**config.mk**
```make
export PLATFORM = sky130hd
export DESIGN_NAME = one_euro_filter
export DESIGN_NICKNAME = d
export VERILOG_FILES = /design/src/rtl/oef_pkg.sv /design/src/rtl/oef_div.sv /design/src/rtl/oef_dp.sv /design/src/rtl/oef_ctrl.sv /design/src/rtl/one_euro_filter.sv
export SDC_FILE = /design/constraint.sdc
export NUM_CORES = 2
export LEC_CHECK = 0
export BUFFER_PORTS_ARGS = -buffer_cell sky130_fd_sc_hd__buf_2
export CAP_MARGIN = 20
export CORE_MARGIN = 10
export CORE_UTILIZATION = 40
export CTS_CLUSTER_SIZE = 40
export DETAILED_ROUTE_END_ITERATION = 6
export GPL_ROUTABILITY_DRIVEN = 0
export SYNTH_ARGS = -nofsm -noshare
export SYNTH_HDL_FRONTEND = slang
export SYNTH_HIERARCHICAL = 1
export SYNTH_SLANG_ARGS = --single-unit
```
**constraint.sdc**
```tcl
create_clock -name clk -period 35.9 [get_ports clk]
set_input_delay 5.385 -clock clk [delete_from_list [all_inputs] [get_ports clk]]
set_output_delay 5.385 -clock clk [all_outputs]
set_load 0.1 [all_outputs]
```
**src/rtl/oef_pkg.sv**
```systemverilog
// oef_pkg: shared constants, micro-op codes and controller/datapath structs
// for the one-euro filter; no dependencies
package oef_pkg;

    localparam int AXES = 3;
    localparam int AXW = 2;
    localparam int SW = 32;
    localparam int CW = 23;
    localparam int AW = 31;

    localparam logic [1:0] CFG_BASE_CUTOFF = 2'd0;
    localparam logic [1:0] CFG_BETA = 2'd1;
    localparam logic [1:0] CFG_DERIV_CUTOFF = 2'd2;

    localparam logic CMD_FILTER = 1'b0;
    localparam logic CMD_RESTART = 1'b1;

    localparam logic [63:0] TAU_SCALE = 64'd10430378350;
    localparam logic [32:0] US_PER_S = 33'd1000000;
    localparam logic [65:0] PROD_CAP = 66'h1 << 62;
    localparam logic [65:0] ROUND_HALF = 66'h1 << 29;

    localparam logic [4:0] OP_NONE = 5'd0;
    localparam logic [4:0] OP_INIT = 5'd1;
    localparam logic [4:0] OP_DT = 5'd2;
    localparam logic [4:0] OP_MUL_DP = 5'd3;
    localparam logic [4:0] OP_MUL_AP = 5'd4;
    localparam logic [4:0] OP_P_LOAD = 5'd5;
    localparam logic [4:0] OP_NORM = 5'd6;
    localparam logic [4:0] OP_DIV_ALPHA = 5'd7;
    localparam logic [4:0] OP_AD_SET = 5'd8;
    localparam logic [4:0] OP_A_SET = 5'd9;
    localparam logic [4:0] OP_MUL_RATE = 5'd10;
    localparam logic [4:0] OP_DIV_RATE = 5'd11;
    localparam logic [4:0] OP_RATE_SET = 5'd12;
    localparam logic [4:0] OP_MUL_SB = 5'd13;
    localparam logic [4:0] OP_SB_SET = 5'd14;
    localparam logic [4:0] OP_MUL_CUT = 5'd15;
    localparam logic [4:0] OP_CUT_SET = 5'd16;
    localparam logic [4:0] OP_MUL_Y = 5'd17;
    localparam logic [4:0] OP_Y_SET = 5'd18;
    localparam logic [4:0] OP_OUT = 5'd19;

    typedef struct packed {
        logic           capture;
        logic [4:0]     op;
        logic [AXW-1:0] axis;
    } oef_cmd_t;

    typedef struct packed {
        logic init_req;
        logic s_big;
        logic div_busy;
        logic out_full;
    } oef_stat_t;

endpackage

```
**src/rtl/oef_div.sv**
```systemverilog
// oef_div: radix-2 restoring divider, 64-bit dividend by 33-bit divisor,
// one quotient bit per cycle; depends on nothing
module oef_div (
    input  logic        clk,
    input  logic        rst_n,
    input  logic        start,
    input  logic [63:0] dividend,
    input  logic [32:0] divisor,
    output logic        busy,
    output logic [63:0] quot
);

    logic        busy_reg, busy_next;
    logic [6:0]  cnt_reg, cnt_next;
    logic [63:0] dvd_reg, dvd_next;
    logic [33:0] rem_reg, rem_next;
    logic [32:0] dsr_reg, dsr_next;
    logic [33:0] rem_sh;

    always_comb
    begin
        busy_next = busy_reg;
        cnt_next = cnt_reg;
        dvd_next = dvd_reg;
        rem_next = rem_reg;
        dsr_next = dsr_reg;
        rem_sh = {rem_reg[32:0], dvd_reg[63]};
        if (start)
        begin
            busy_next = 1'b1;
            cnt_next = 7'd64;
            dvd_next = dividend;
            rem_next = '0;
            dsr_next = divisor;
        end
        else if (busy_reg)
        begin
            if (rem_sh >= {1'b0, dsr_reg})
            begin
                rem_next = rem_sh - {1'b0, dsr_reg};
                dvd_next = {dvd_reg[62:0], 1'b1};
            end
            else
            begin
                rem_next = rem_sh;
                dvd_next = {dvd_reg[62:0], 1'b0};
            end
            cnt_next = cnt_reg - 7'd1;
            if (cnt_reg == 7'd1)
            begin
                busy_next = 1'b0;
            end
        end
    end

    always_ff @(posedge clk or negedge rst_n)
    begin
        if (!rst_n)
        begin
            busy_reg <= 1'b0;
            cnt_reg <= '0;
        end
        else
        begin
            busy_reg <= busy_next;
            cnt_reg <= cnt_next;
        end
    end

    always_ff @(posedge clk)
    begin
        dvd_reg <= dvd_next;
        rem_reg <= rem_next;
        dsr_reg <= dsr_next;
    end

    assign busy = busy_reg;
    assign quot = dvd_reg;

endmodule

```
**src/rtl/oef_dp.sv**
```systemverilog
// oef_dp: filter datapath with state, config registers, shared multiplier
// and output register; depends on oef_pkg and oef_div
module oef_dp
    import oef_pkg::*;
(
    input  logic            clk,
    input  logic            rst_n,
    input  oef_cmd_t        cmd_bus,
    output oef_stat_t       stat,
    input  logic            cfg_we,
    input  logic [1:0]      cfg_index,
    input  logic [CW-1:0]   cfg_data,
    input  logic            cmd,
    input  logic [SW-1:0]   x0,
    input  logic [SW-1:0]   x1,
    input  logic [SW-1:0]   x2,
    input  logic [31:0]     time_us,
    output logic            out_valid,
    input  logic            out_stall,
    output logic [SW-1:0]   y0,
    output logic [SW-1:0]   y1,
    output logic [SW-1:0]   y2
);

    logic [CW-1:0] base_cutoff_reg, beta_reg, deriv_cutoff_reg;
    logic          primed_reg, out_valid_reg, restart_reg;
    logic [SW-1:0] last_out_reg [AXES];
    logic [SW-1:0] srate_reg [AXES];
    logic [SW-1:0] x_reg [AXES];
    logic [SW-1:0] y_reg [AXES];
    logic [31:0]   last_time_reg, time_reg, dt_reg;
    logic [65:0]   prod_reg;
    logic          neg_reg;
    logic [62:0]   p_reg;
    logic [63:0]   s_reg;
    logic [AW-1:0] ad_reg, a_reg;
    logic [SW-1:0] rate_reg;
    logic [31:0]   cutoff_reg;

    logic [SW-1:0] ax_x, ax_lo, ax_sr;
    logic [32:0]   d_y, d_sb, mag_y, mag_sb, mag_sr, ma, mb;
    logic          neg_sel;
    logic [31:0]   diff_t, dt_new;
    logic          div_start, div_busy;
    logic [63:0]   div_dvd, div_quot;
    logic [32:0]   div_dsr;
    logic [32:0]   lim, rate_v;
    logic [SW-1:0] rate_new;
    logic [65:0]   rnd_sum;
    logic [33:0]   rnd_q, blend_sb, blend_y;
    logic [49:0]   cut_sum;
    logic [62:0]   p_new;

    function automatic logic [32:0] abs33(input logic [32:0] v);
        abs33 = v[32] ? (~v + 33'd1) : v;
    endfunction

    assign ax_x = x_reg[cmd_bus.axis];
    assign ax_lo = last_out_reg[cmd_bus.axis];
    assign ax_sr = srate_reg[cmd_bus.axis];
    assign d_y = {ax_x[SW-1], ax_x} - {ax_lo[SW-1], ax_lo};
    assign d_sb = {rate_reg[SW-1], rate_reg} - {ax_sr[SW-1], ax_sr};
    assign mag_y = abs33(d_y);
    assign mag_sb = abs33(d_sb);
    assign mag_sr = abs33({ax_sr[SW-1], ax_sr});

    always_comb
    begin
        ma = '0;
        mb = '0;
        neg_sel = neg_reg;
        unique case (cmd_bus.op)
            OP_MUL_RATE:
            begin
                ma = mag_y;
                mb = US_PER_S;
                neg_sel = d_y[32];
            end
            OP_MUL_SB:
            begin
                ma = mag_sb;
                mb = {2'b0, ad_reg};
                neg_sel = d_sb[32];
            end
            OP_MUL_Y:
            begin
                ma = mag_y;
                mb = {2'b0, a_reg};
                neg_sel = d_y[32];
            end
            OP_MUL_DP:
            begin
                ma = {10'b0, deriv_cutoff_reg};
                mb = {1'b0, dt_reg};
            end
            OP_MUL_CUT:
            begin
                ma = {10'b0, beta_reg};
                mb = mag_sr;
            end
            OP_MUL_AP:
            begin
                ma = {1'b0, cutoff_reg};
                mb = {1'b0, dt_reg};
            end
            default:
            begin
                ma = '0;
                mb = '0;
            end
        endcase
    end

    assign diff_t = time_reg - last_time_reg;
    assign dt_new = (diff_t == 32'd0) ? 32'd1 : diff_t;

    assign lim = neg_reg ? 33'h080000000 : 33'h07FFFFFFF;
    assign rate_v = (div_quot > {31'b0, lim}) ? lim : div_quot[32:0];
    assign rate_new = neg_reg ? (~rate_v[SW-1:0] + 32'd1) : rate_v[SW-1:0];

    assign rnd_sum = prod_reg + ROUND_HALF;
    assign rnd_q = rnd_sum[63:30];
    assign blend_sb = neg_reg ? ({{2{ax_sr[SW-1]}}, ax_sr} - rnd_q)
                              : ({{2{ax_sr[SW-1]}}, ax_sr} + rnd_q);
    assign blend_y = neg_reg ? ({{2{ax_lo[SW-1]}}, ax_lo} - rnd_q)
                             : ({{2{ax_lo[SW-1]}}, ax_lo} + rnd_q);

    assign cut_sum = prod_reg[65:16] + {27'b0, base_cutoff_reg};
    assign p_new = (prod_reg > PROD_CAP) ? PROD_CAP[62:0] : prod_reg[62:0];

    assign div_start = (cmd_bus.op == OP_DIV_ALPHA) || (cmd_bus.op == OP_DIV_RATE);
    assign div_dvd = (cmd_bus.op == OP_DIV_ALPHA) ? {1'b0, p_reg[32:0], 30'b0}
                                                  : prod_reg[63:0];
    assign div_dsr = (cmd_bus.op == OP_DIV_ALPHA) ? s_reg[32:0] : {1'b0, dt_reg};

    oef_div u_div (
        .clk      (clk),
        .rst_n    (rst_n),
        .start    (div_start),
        .dividend (div_dvd),
        .divisor  (div_dsr),
        .busy     (div_busy),
        .quot     (div_quot)
    );

    always_ff @(posedge clk or negedge rst_n)
    begin
        if (!rst_n)
        begin
            base_cutoff_reg <= CW'(65536);
            beta_reg <= '0;
            deriv_cutoff_reg <= CW'(65536);
            primed_reg <= 1'b0;
            out_valid_reg <= 1'b0;
            last_time_reg <= '0;
            for (int i = 0; i < AXES; i++)
            begin
                last_out_reg[i] <= '0;
                srate_reg[i] <= '0;
            end
        end
        else
        begin
            if (cfg_we)
            begin
                case (cfg_index)
                    CFG_BASE_CUTOFF: base_cutoff_reg <= cfg_data;
                    CFG_BETA: beta_reg <= cfg_data;
                    CFG_DERIV_CUTOFF: deriv_cutoff_reg <= cfg_data;
                    default: ;
                endcase
            end
            if (cmd_bus.op == OP_OUT)
            begin
                out_valid_reg <= 1'b1;
            end
            else if (out_valid_reg && !out_stall)
            begin
                out_valid_reg <= 1'b0;
            end
            unique case (cmd_bus.op)
                OP_INIT:
                begin
                    primed_reg <= 1'b1;
                    last_time_reg <= time_reg;
                    for (int i = 0; i < AXES; i++)
                    begin
                        last_out_reg[i] <= x_reg[i];
                        srate_reg[i] <= '0;
                    end
                end
                OP_DT: last_time_reg <= time_reg;
                OP_SB_SET: srate_reg[cmd_bus.axis] <= blend_sb[SW-1:0];
                OP_Y_SET: last_out_reg[cmd_bus.axis] <= blend_y[SW-1:0];
                default: ;
            endcase
        end
    end

    always_ff @(posedge clk)
    begin
        if (cmd_bus.capture)
        begin
            restart_reg <= cmd;
            time_reg <= time_us;
            x_reg[0] <= x0;
            x_reg[1] <= x1;
            x_reg[2] <= x2;
        end
        if ((cmd_bus.op == OP_MUL_RATE) || (cmd_bus.op == OP_MUL_SB) ||
            (cmd_bus.op == OP_MUL_Y) || (cmd_bus.op == OP_MUL_DP) ||
            (cmd_bus.op == OP_MUL_CUT) || (cmd_bus.op == OP_MUL_AP))
        begin
            prod_reg <= ma * mb;
            neg_reg <= neg_sel;
        end
        case (cmd_bus.op)
            OP_DT: dt_reg <= dt_new;
            OP_P_LOAD:
            begin
                p_reg <= p_new;
                s_reg <= {1'b0, p_new} + TAU_SCALE;
            end
            OP_NORM:
            begin
                p_reg <= p_reg >> 1;
                s_reg <= s_reg >> 1;
            end
            OP_AD_SET: ad_reg <= div_quot[AW-1:0];
            OP_A_SET: a_reg <= div_quot[AW-1:0];
            OP_RATE_SET: rate_reg <= rate_new;
            OP_CUT_SET: cutoff_reg <= (cut_sum[49:32] != '0) ? '1 : cut_sum[31:0];
            OP_OUT:
            begin
                for (int i = 0; i < AXES; i++)
                begin
                    y_reg[i] <= last_out_reg[i];
                end
            end
            default: ;
        endcase
    end

    assign stat.init_req = (restart_reg == CMD_RESTART) || !primed_reg;
    assign stat.s_big = (s_reg[63:33] != '0);
    assign stat.div_busy = div_busy;
    assign stat.out_full = out_valid_reg && out_stall;

    assign out_valid = out_valid_reg;
    assign y0 = y_reg[0];
    assign y1 = y_reg[1];
    assign y2 = y_reg[2];

endmodule

```
**src/rtl/oef_ctrl.sv**
```systemverilog
// oef_ctrl: sequencer that steps the datapath through one request
// depends on oef_pkg
module oef_ctrl
    import oef_pkg::*;
(
    input  logic      clk,
    input  logic      rst_n,
    input  logic      in_valid,
    output logic      in_stall,
    input  oef_stat_t stat,
    output oef_cmd_t  cmd_bus
);

    localparam logic [4:0] S_IDLE = 5'd0;
    localparam logic [4:0] S_CHECK = 5'd1;
    localparam logic [4:0] S_MUL_DP = 5'd2;
    localparam logic [4:0] S_P_LOAD = 5'd3;
    localparam logic [4:0] S_NORM = 5'd4;
    localparam logic [4:0] S_A_WAIT = 5'd5;
    localparam logic [4:0] S_R_MUL = 5'd6;
    localparam logic [4:0] S_R_DIV = 5'd7;
    localparam logic [4:0] S_R_WAIT = 5'd8;
    localparam logic [4:0] S_SB_MUL = 5'd9;
    localparam logic [4:0] S_SB_SET = 5'd10;
    localparam logic [4:0] S_C_MUL = 5'd11;
    localparam logic [4:0] S_C_SET = 5'd12;
    localparam logic [4:0] S_AP_MUL = 5'd13;
    localparam logic [4:0] S_Y_MUL = 5'd14;
    localparam logic [4:0] S_Y_SET = 5'd15;
    localparam logic [4:0] S_OUT = 5'd16;

    localparam logic [AXW-1:0] LAST_AXIS = AXW'(AXES - 1);

    logic [4:0]     state_reg, state_next;
    logic [AXW-1:0] axis_reg, axis_next;
    logic           phase_reg, phase_next;
    logic [4:0]     op;

    always_comb
    begin
        state_next = state_reg;
        axis_next = axis_reg;
        phase_next = phase_reg;
        op = OP_NONE;
        unique case (state_reg)
            S_IDLE:
            begin
                if (in_valid)
                begin
                    state_next = S_CHECK;
                end
            end
            S_CHECK:
            begin
                if (stat.init_req)
                begin
                    op = OP_INIT;
                    state_next = S_OUT;
                end
                else
                begin
                    op = OP_DT;
                    state_next = S_MUL_DP;
                end
            end
            S_MUL_DP:
            begin
                op = OP_MUL_DP;
                phase_next = 1'b0;
                state_next = S_P_LOAD;
            end
            S_P_LOAD:
            begin
                op = OP_P_LOAD;
                state_next = S_NORM;
            end
            S_NORM:
            begin
                if (stat.s_big)
                begin
                    op = OP_NORM;
                end
                else
                begin
                    op = OP_DIV_ALPHA;
                    state_next = S_A_WAIT;
                end
            end
            S_A_WAIT:
            begin
                if (!stat.div_busy)
                begin
                    if (phase_reg)
                    begin
                        op = OP_A_SET;
                        state_next = S_Y_MUL;
                    end
                    else
                    begin
                        op = OP_AD_SET;
                        axis_next = '0;
                        state_next = S_R_MUL;
                    end
                end
            end
            S_R_MUL:
            begin
                op = OP_MUL_RATE;
                state_next = S_R_DIV;
            end
            S_R_DIV:
            begin
                op = OP_DIV_RATE;
                state_next = S_R_WAIT;
            end
            S_R_WAIT:
            begin
                if (!stat.div_busy)
                begin
                    op = OP_RATE_SET;
                    state_next = S_SB_MUL;
                end
            end
            S_SB_MUL:
            begin
                op = OP_MUL_SB;
                state_next = S_SB_SET;
            end
            S_SB_SET:
            begin
                op = OP_SB_SET;
                if (axis_reg == LAST_AXIS)
                begin
                    axis_next = '0;
                    state_next = S_C_MUL;
                end
                else
                begin
                    axis_next = axis_reg + AXW'(1);
                    state_next = S_R_MUL;
                end
            end
            S_C_MUL:
            begin
                op = OP_MUL_CUT;
                state_next = S_C_SET;
            end
            S_C_SET:
            begin
                op = OP_CUT_SET;
                state_next = S_AP_MUL;
            end
            S_AP_MUL:
            begin
                op = OP_MUL_AP;
                phase_next = 1'b1;
                state_next = S_P_LOAD;
            end
            S_Y_MUL:
            begin
                op = OP_MUL_Y;
                state_next = S_Y_SET;
            end
            S_Y_SET:
            begin
                op = OP_Y_SET;
                if (axis_reg == LAST_AXIS)
                begin
                    state_next = S_OUT;
                end
                else
                begin
                    axis_next = axis_reg + AXW'(1);
                    state_next = S_C_MUL;
                end
            end
            S_OUT:
            begin
                if (!stat.out_full)
                begin
                    op = OP_OUT;
                    state_next = S_IDLE;
                end
            end
            default:
            begin
                state_next = S_IDLE;
            end
        endcase
    end

    always_ff @(posedge clk or negedge rst_n)
    begin
        if (!rst_n)
        begin
            state_reg <= S_IDLE;
            axis_reg <= '0;
            phase_reg <= 1'b0;
        end
        else
        begin
            state_reg <= state_next;
            axis_reg <= axis_next;
            phase_reg <= phase_next;
        end
    end

    assign in_stall = (state_reg != S_IDLE);
    assign cmd_bus.capture = (state_reg == S_IDLE) && in_valid;
    assign cmd_bus.op = op;
    assign cmd_bus.axis = axis_reg;

endmodule

```
**src/rtl/one_euro_filter.sv**
```systemverilog
// one_euro_filter: top level of the three-axis adaptive low-pass filter
// depends on oef_pkg, oef_ctrl and oef_dp
//
// Requests enter on in_valid/in_stall with cmd, x0..x2 (signed Q16.16) and
// time_us; each request gives one result on out_valid/out_stall as y0..y2.
// A request is taken when in_valid is high and in_stall low. Registers
// base_cutoff, beta and deriv_cutoff (index 0..2) are written through
// cfg_we/cfg_index/cfg_data; the user must do so only while the filter is
// idle, as the block does not enforce it. A restart request, or the first
// after reset, loads the filter state from its samples and gives them as
// its result. A filter request runs seven divisions on one shared 64-step
// serial divider plus 1 to 30 normalizing shifts for each of its four
// alphas. One request is in flight at a time; the next can be taken in the
// cycle after the result is written. Results sit in an output register;
// the next request is taken while a result still waits, and the block only
// holds before writing a new result while out_stall keeps the old one in
// place. Reset clears the filter state and loads the register defaults.
module one_euro_filter
    import oef_pkg::*;
(
    input  logic          clk,
    input  logic          rst_n,
    input  logic          cfg_we,
    input  logic [1:0]    cfg_index,
    input  logic [CW-1:0] cfg_data,
    input  logic          in_valid,
    output logic          in_stall,
    input  logic          cmd,
    input  logic [SW-1:0] x0,
    input  logic [SW-1:0] x1,
    input  logic [SW-1:0] x2,
    input  logic [31:0]   time_us,
    output logic          out_valid,
    input  logic          out_stall,
    output logic [SW-1:0] y0,
    output logic [SW-1:0] y1,
    output logic [SW-1:0] y2
);

    oef_cmd_t  cmd_bus;
    oef_stat_t stat;

    oef_ctrl u_ctrl (
        .clk      (clk),
        .rst_n    (rst_n),
        .in_valid (in_valid),
        .in_stall (in_stall),
        .stat     (stat),
        .cmd_bus  (cmd_bus)
    );

    oef_dp u_dp (
        .clk       (clk),
        .rst_n     (rst_n),
        .cmd_bus   (cmd_bus),
        .stat      (stat),
        .cfg_we    (cfg_we),
        .cfg_index (cfg_index),
        .cfg_data  (cfg_data),
        .cmd       (cmd),
        .x0        (x0),
        .x1        (x1),
        .x2        (x2),
        .time_us   (time_us),
        .out_valid (out_valid),
        .out_stall (out_stall),
        .y0        (y0),
        .y1        (y1),
        .y2        (y2)
    );

endmodule
```
---- Word level (Yosys, flattened, before mapping) ----
Memories as Yosys holds them, arrays and structs flattened.
Cells that the tools add are included.
storage, ports and cells
  bits in registers ....................... 826
  RAM bits ................................ 192
  input port bits ......................... 159
  output and inout bits ................... 98
  word-level logic and storage cells ...... 211
  memories ................................ 2
memory list
  name        depth  bits a word  rd ports  clocked after Yosys merged registers in  wr ports  line          source
  u_dp.x_reg  3      32           4         0                                        3         oef_dp.sv:29  logic [SW-1:0] x_reg [AXES];
  u_dp.y_reg  3      32           3         0                                        3         oef_dp.sv:30  logic [SW-1:0] y_reg [AXES];
operators by class
  add/subtract/negate cells ............... 17
  multipliers ............................. 1
  magnitude comparators ................... 5
  equal/unequal tests ..................... 46
  mux-type cells .......................... 66
  bitwise operators ....................... 5
  reduce and logical (&&, ||, !) cells .... 37
operator list
  operator                                                                 number
  96-bit one-hot mux with 2 select lines                                   2
  32-bit two-way mux                                                       11
  33-bit one-hot mux with 5 select lines                                   2
  96-bit bitwise mux                                                       2
  64-bit two-way mux                                                       3
  5-bit one-hot mux with 16 select lines                                   2
  33-bit two-way mux                                                       4
  32-bit binary-select mux with 2-bit select                               2
  64-bit one-hot mux with 2 select lines                                   1
  63-bit one-hot mux with 2 select lines                                   1
  33-bit by 1-bit adder with 33-bit output (second input constant)         3
  33-bit NOT                                                               3
  32-bit subtractor                                                        3
  5-bit by 4-bit == test with 1-bit output (second input constant)         16
  66-bit by 63-bit > comparator with 1-bit output (second input constant)  1
  33-bit by 33-bit multiplier with 66-bit output                           1
  32-bit by 32-bit subtractor with 33-bit output                           2
  32-bit adder                                                             2
  63-bit by 34-bit adder with 64-bit output (second input constant)        1
  32-bit demux with 2-bit select                                           1
  64-bit by 32-bit > comparator with 1-bit output                          1
  63-bit two-way mux                                                       1
  62-bit by 30-bit adder with 62-bit output (second input constant)        1
  50-bit by 23-bit adder with 50-bit output                                1
  other kinds (39)                                                         110

---- Longest topological paths before layout ----
  depth in word-level cells ............... 11
  mapped depth ............................ 56
  gate-level depth less buffers ........... 48

---- Cells and area by module ----
Netlist, hierarchy kept.
by module, submodules not included
  module    times used  cells an instance  area an instance (µm²)  sequential area each (µm²)
  oef_dp    1           9,164              86,145.1                24,711.2
  oef_div   1           678                7,527.2                 3,773.6
  oef_ctrl  1           111                835.8                   200.2

---- Worst setup path after synthesis ----
Ideal clock, no wire load.
  path kind ............................... input -> register
  from .................................... input port out_stall
  to ...................................... register u_dp.prod_reg[50], data pin
  library setup time ...................... 264 ps
  arrival ................................. 15,641 ps
  required time ........................... 35,636 ps
  slack ................................... 19,995 ps
  stages on the path ...................... 41
  path buffers ............................ 4
  cells stage by stage .................... and2_1 -> nor3b_1 -> nand2_1 -> o2111ai_1 -> or2_2 -> clkbuf_1 -> nor4b_1 -> or2_2 -> clkbuf_1 -> buf_2 -> a221o_1 -> clkbuf_1 -> nand2_1 -> fa_1 -> inv_1 -> fa_1 -> inv_1 -> fa_1 -> (+5 left out) -> ha_1 -> inv_1 -> fa_1 -> inv_1 -> fa_1 -> ha_1 -> and4_1 -> and2_1 -> a31oi_1 -> a21oi_1 -> or3b_1 -> a221o_1 -> a21oi_1 -> o21ai_1 -> a211oi_1 -> o221ai_1 -> a221oi_1 -> xnor2_1
RTL lines
  what                  line                   source
  from (decl)           one_euro_filter.sv:34  input logic out_stall,
  to (signal assigned)  oef_dp.sv:214          prod_reg <= ma * mb;
  to (decl)             oef_dp.sv:32           logic [65:0] prod_reg;

==> flow_summary.toml <==
[run_status]
outcome = "finished, violations left"
failed_checks = "design-rule violations"

[finish]
postLayoutCellArea_sq_um = 104000
post_layout_nonfiller_instances = 13300
layout.cells.most_common = "sky130_fd_sc_hd__inv_1"
n_fill_cell = 22700
mostFrequentLayoutCells = "1310 x sky130_fd_sc_hd__inv_1, 1224 x sky130_fd_sc_hd__nand2_1, 965 x sky130_fd_sc_hd__fa_1"
share_of_post_route_cells_with_drive_strength_above_1_pct = 9.82
flow.area_growth_from_synthesis_pct = 9.65
multiInputGateArea_sq_um = 59300
seq_cell_area_sq_um = 28700
nNetsFinal = 11700

[synth]
post_synth_inst_count = 9953
cell_variety_after_synth = 117
syn_area_sq_um = 94500
number_of_enable_type_register_cells_in_the_synthesized_netlist = 674
ys_warn_count = 6
synth_async_sr_flop_share_pct = 30.6
syn_avg_cell_area_sq_um = 9.50
postSynth.topFlopCell = "sky130_fd_sc_hd__edfxtp_1"
synth-seq-area-share_pct = 30.4
ys_seq_elements = 1018

[grt]
globalRouteTotalUtil_pct = 25.4
grt_antenna_before_repair = 29
grt_start_max_net_pins = 156
grt_pass1_wl_mm = 499
first_global_vias = 77500
grt_overflow_total = 0

[sta]
hold_violations = 0
min_period_over_period_pct = 46.8
clock-skew-final_ps = 96.1
worst_slew_margin_rel_pct = 14.6
timing.final.crit_period_ps = 16800
timing.final.setup_violations = 0
whs_ps = 475
setup_tns_ps = 0
achievable-frequency_mhz = 59.5
unrepaired_setup_endpoints_after_global_routing = "false"
final_slew_violations = 0
worst_slew_pin_slew_ps = 1280

[cts]
cts-root-buf = "sky130_fd_sc_hd__clkbuf_16"
worst_skew_pair.late_latency_ps = 800
ctsHtreeMaxLevel = 3
clock_tree.buffer_depth = 3
post_cts_setup_buffers = 0
tritoncts_num_sinks = 1018
number_of_cells_upsized_or_downsized_after_cts = 0
numCtsBuffers = 110
cts.reportedPaths.clkPinSlew_ps = 60
postCtsHoldBufs = 0
cts_tree = "done"

[routing]
postRouteWirelength_mm = 335
drt_pre_antenna_iters = 7
total_number_of_vias = 77000
wire_per_inst_um = 25.2
drt_iter0_markers = 8633
post-route-drc-count = 5
number_of_routed_nets_with_antenna_violations = 0
average_via_count_per_standard_cell = 5.79

[floorplanning]
die_height_um = 506
die-area_sq_um = 256000
top_level_ports = 257
floorplan.initialDensity_pct = 40.2
placement_rows = 178
core_area_sq_um = 235000
fp.dieW_um = 506

[placed_design]
placement.io_buffers = 256
post_dp_cell_area_sq_um = 99700
dp.final_hpwl_mm = 252
placed_cells = 13100

[worst_setup_path]
critPathLaunchType = "input pin"
library_cell_contributing_the_largest_single_delay_on_the_critical_path = "sky130_fd_sc_hd__o21a_1"
crit_required_ps = 36400
cp_data_arrival_time_ps = 17300
dominant_cell_type_by_count_on_the_critical_path = "sky130_fd_sc_hd__fa_1"
endpoint_kind = "register"
worst_path_dominant_cell_family = "adder cells"
sum_of_buffers_and_inverters_on_the_critical_path = 6
path_class = "input pin to register"
max_stage_delay_ps = 980
timing.critical_path.fanout_max = 36
setup.reg_to_reg.worst_slack_ps = 20000

[min_path]
min-delay-path-class = "register to register"

[job]
max_cap_violations = 0
[area by class of cell]
type / count / share of cell area (%)
multi-input cells: 7129 / 57.3
flip-flops and latches: 1018 / 27.7
inverters: 1315 / 4.76
well taps: 3150 / 3.80
clock buffers: 153 / 3.00
repair buffers: 457 / 2.77
clock inverters: 56 / 0.692
diodes: 12 / 0.0290
[logic make-up (layout without fill, tap and decap cells)]
group	after synthesis	count (layout)	share of synthesized area, %
flops	1018	1018	30.4
mux	333	333	3.81
fa+ha+maj	1487	1487	27.4
simple gates	2953	2953	14.1
xor+xnor	453	453	4.20
other cells	2	47	0.00795
buf+inv	1839	1981	7.40
compound gates	1868	1868	12.8
[cells in the mapped netlist, types with 12 or more instances]
cell / number / area (sq um)
sky130_fd_sc_hd__o21a_1: 80 / 601
sky130_fd_sc_hd__nor2b_1: 85 / 532
sky130_fd_sc_hd__o2111ai_1: 16 / 140
sky130_fd_sc_hd__fa_1: 965 / 19300
sky130_fd_sc_hd__edfxtp_1: 674 / 20200
sky130_fd_sc_hd__or3_1: 45 / 282
sky130_fd_sc_hd__nand3b_1: 16 / 120
sky130_fd_sc_hd__o211ai_1: 29 / 218
sky130_fd_sc_hd__o21ai_0: 541 / 2710
sky130_fd_sc_hd__inv_1: 1311 / 4920
sky130_fd_sc_hd__and4_1: 19 / 166
sky130_fd_sc_hd__nor4_1: 60 / 375
sky130_fd_sc_hd__nor3_1: 117 / 586
sky130_fd_sc_hd__nor3b_1: 25 / 188
sky130_fd_sc_hd__a221o_1: 35 / 350
sky130_fd_sc_hd__buf_2: 37 / 185
sky130_fd_sc_hd__dfrtp_1: 309 / 7730
sky130_fd_sc_hd__a222oi_1: 36 / 360
sky130_fd_sc_hd__and2_1: 95 / 594
sky130_fd_sc_hd__or2_2: 27 / 169
sky130_fd_sc_hd__ha_1: 522 / 6530
sky130_fd_sc_hd__a21oi_1: 424 / 2120
sky130_fd_sc_hd__a22o_1: 14 / 123
sky130_fd_sc_hd__dfxtp_1: 33 / 661
sky130_fd_sc_hd__o31ai_1: 37 / 278
sky130_fd_sc_hd__xor2_1: 175 / 1530
sky130_fd_sc_hd__o21ai_1: 36 / 180
sky130_fd_sc_hd__xnor2_1: 278 / 2430
sky130_fd_sc_hd__a21o_1: 160 / 1200
sky130_fd_sc_hd__nand3_1: 201 / 1010
sky130_fd_sc_hd__nand2_1: 1225 / 4600
sky130_fd_sc_hd__o22a_1: 12 / 105
sky130_fd_sc_hd__a211oi_1: 60 / 450
sky130_fd_sc_hd__nor2_1: 787 / 2950
sky130_fd_sc_hd__nand4_1: 68 / 425
sky130_fd_sc_hd__mux2_2: 200 / 2250
sky130_fd_sc_hd__o21bai_1: 51 / 383
sky130_fd_sc_hd__clkbuf_1: 440 / 1650
sky130_fd_sc_hd__a22oi_1: 90 / 676
sky130_fd_sc_hd__mux2i_1: 130 / 1300
sky130_fd_sc_hd__a31oi_1: 71 / 444
sky130_fd_sc_hd__buf_1: 38 / 143
sky130_fd_sc_hd__nand2b_1: 85 / 532
sky130_fd_sc_hd__and3_1: 50 / 313
[routing by layer]
layer,vias up,share of wire [%],GRT usage [%],wire (um)
met5,-,0.043,0,145
met4,20,6.8,13.8,22600
met3,848,11,6.16,35700
met2,4172,43,38.6,144000
met1,38500,39,33.4,132000
li1,33500,-,-,-
[stage by stage]
step | util (%) | worst slack (ps)
finish | 44.1 | 19100
global route | 44.1 | 18660
CTS | 44.0 | 19260
detailed placement | 42.4 | 18430
global placement | 42.4 | 18490
floorplan | - | 20000
[final timing paths]
kind | end | cells past startpoint | start
worst min-delay path | u_dp/primed_reg | 1 | u_dp/primed_reg
max in group asynchronous | u_dp/last_out_reg[26] | 3 | rst_n
worst max register to register | u_dp/prod_reg[64] | 46 | u_ctrl/axis_reg[0]
worst max-delay path | u_dp/prod_reg[64] | 38 | out_stall
min in group asynchronous | u_dp/last_time_reg[1] | 1 | rst_n
worst min register to register | u_dp/primed_reg | 1 | u_dp/primed_reg
Power is not shown: default switching activity piles up to over one toggle a cycle in this logic, so the estimate is an artifact.
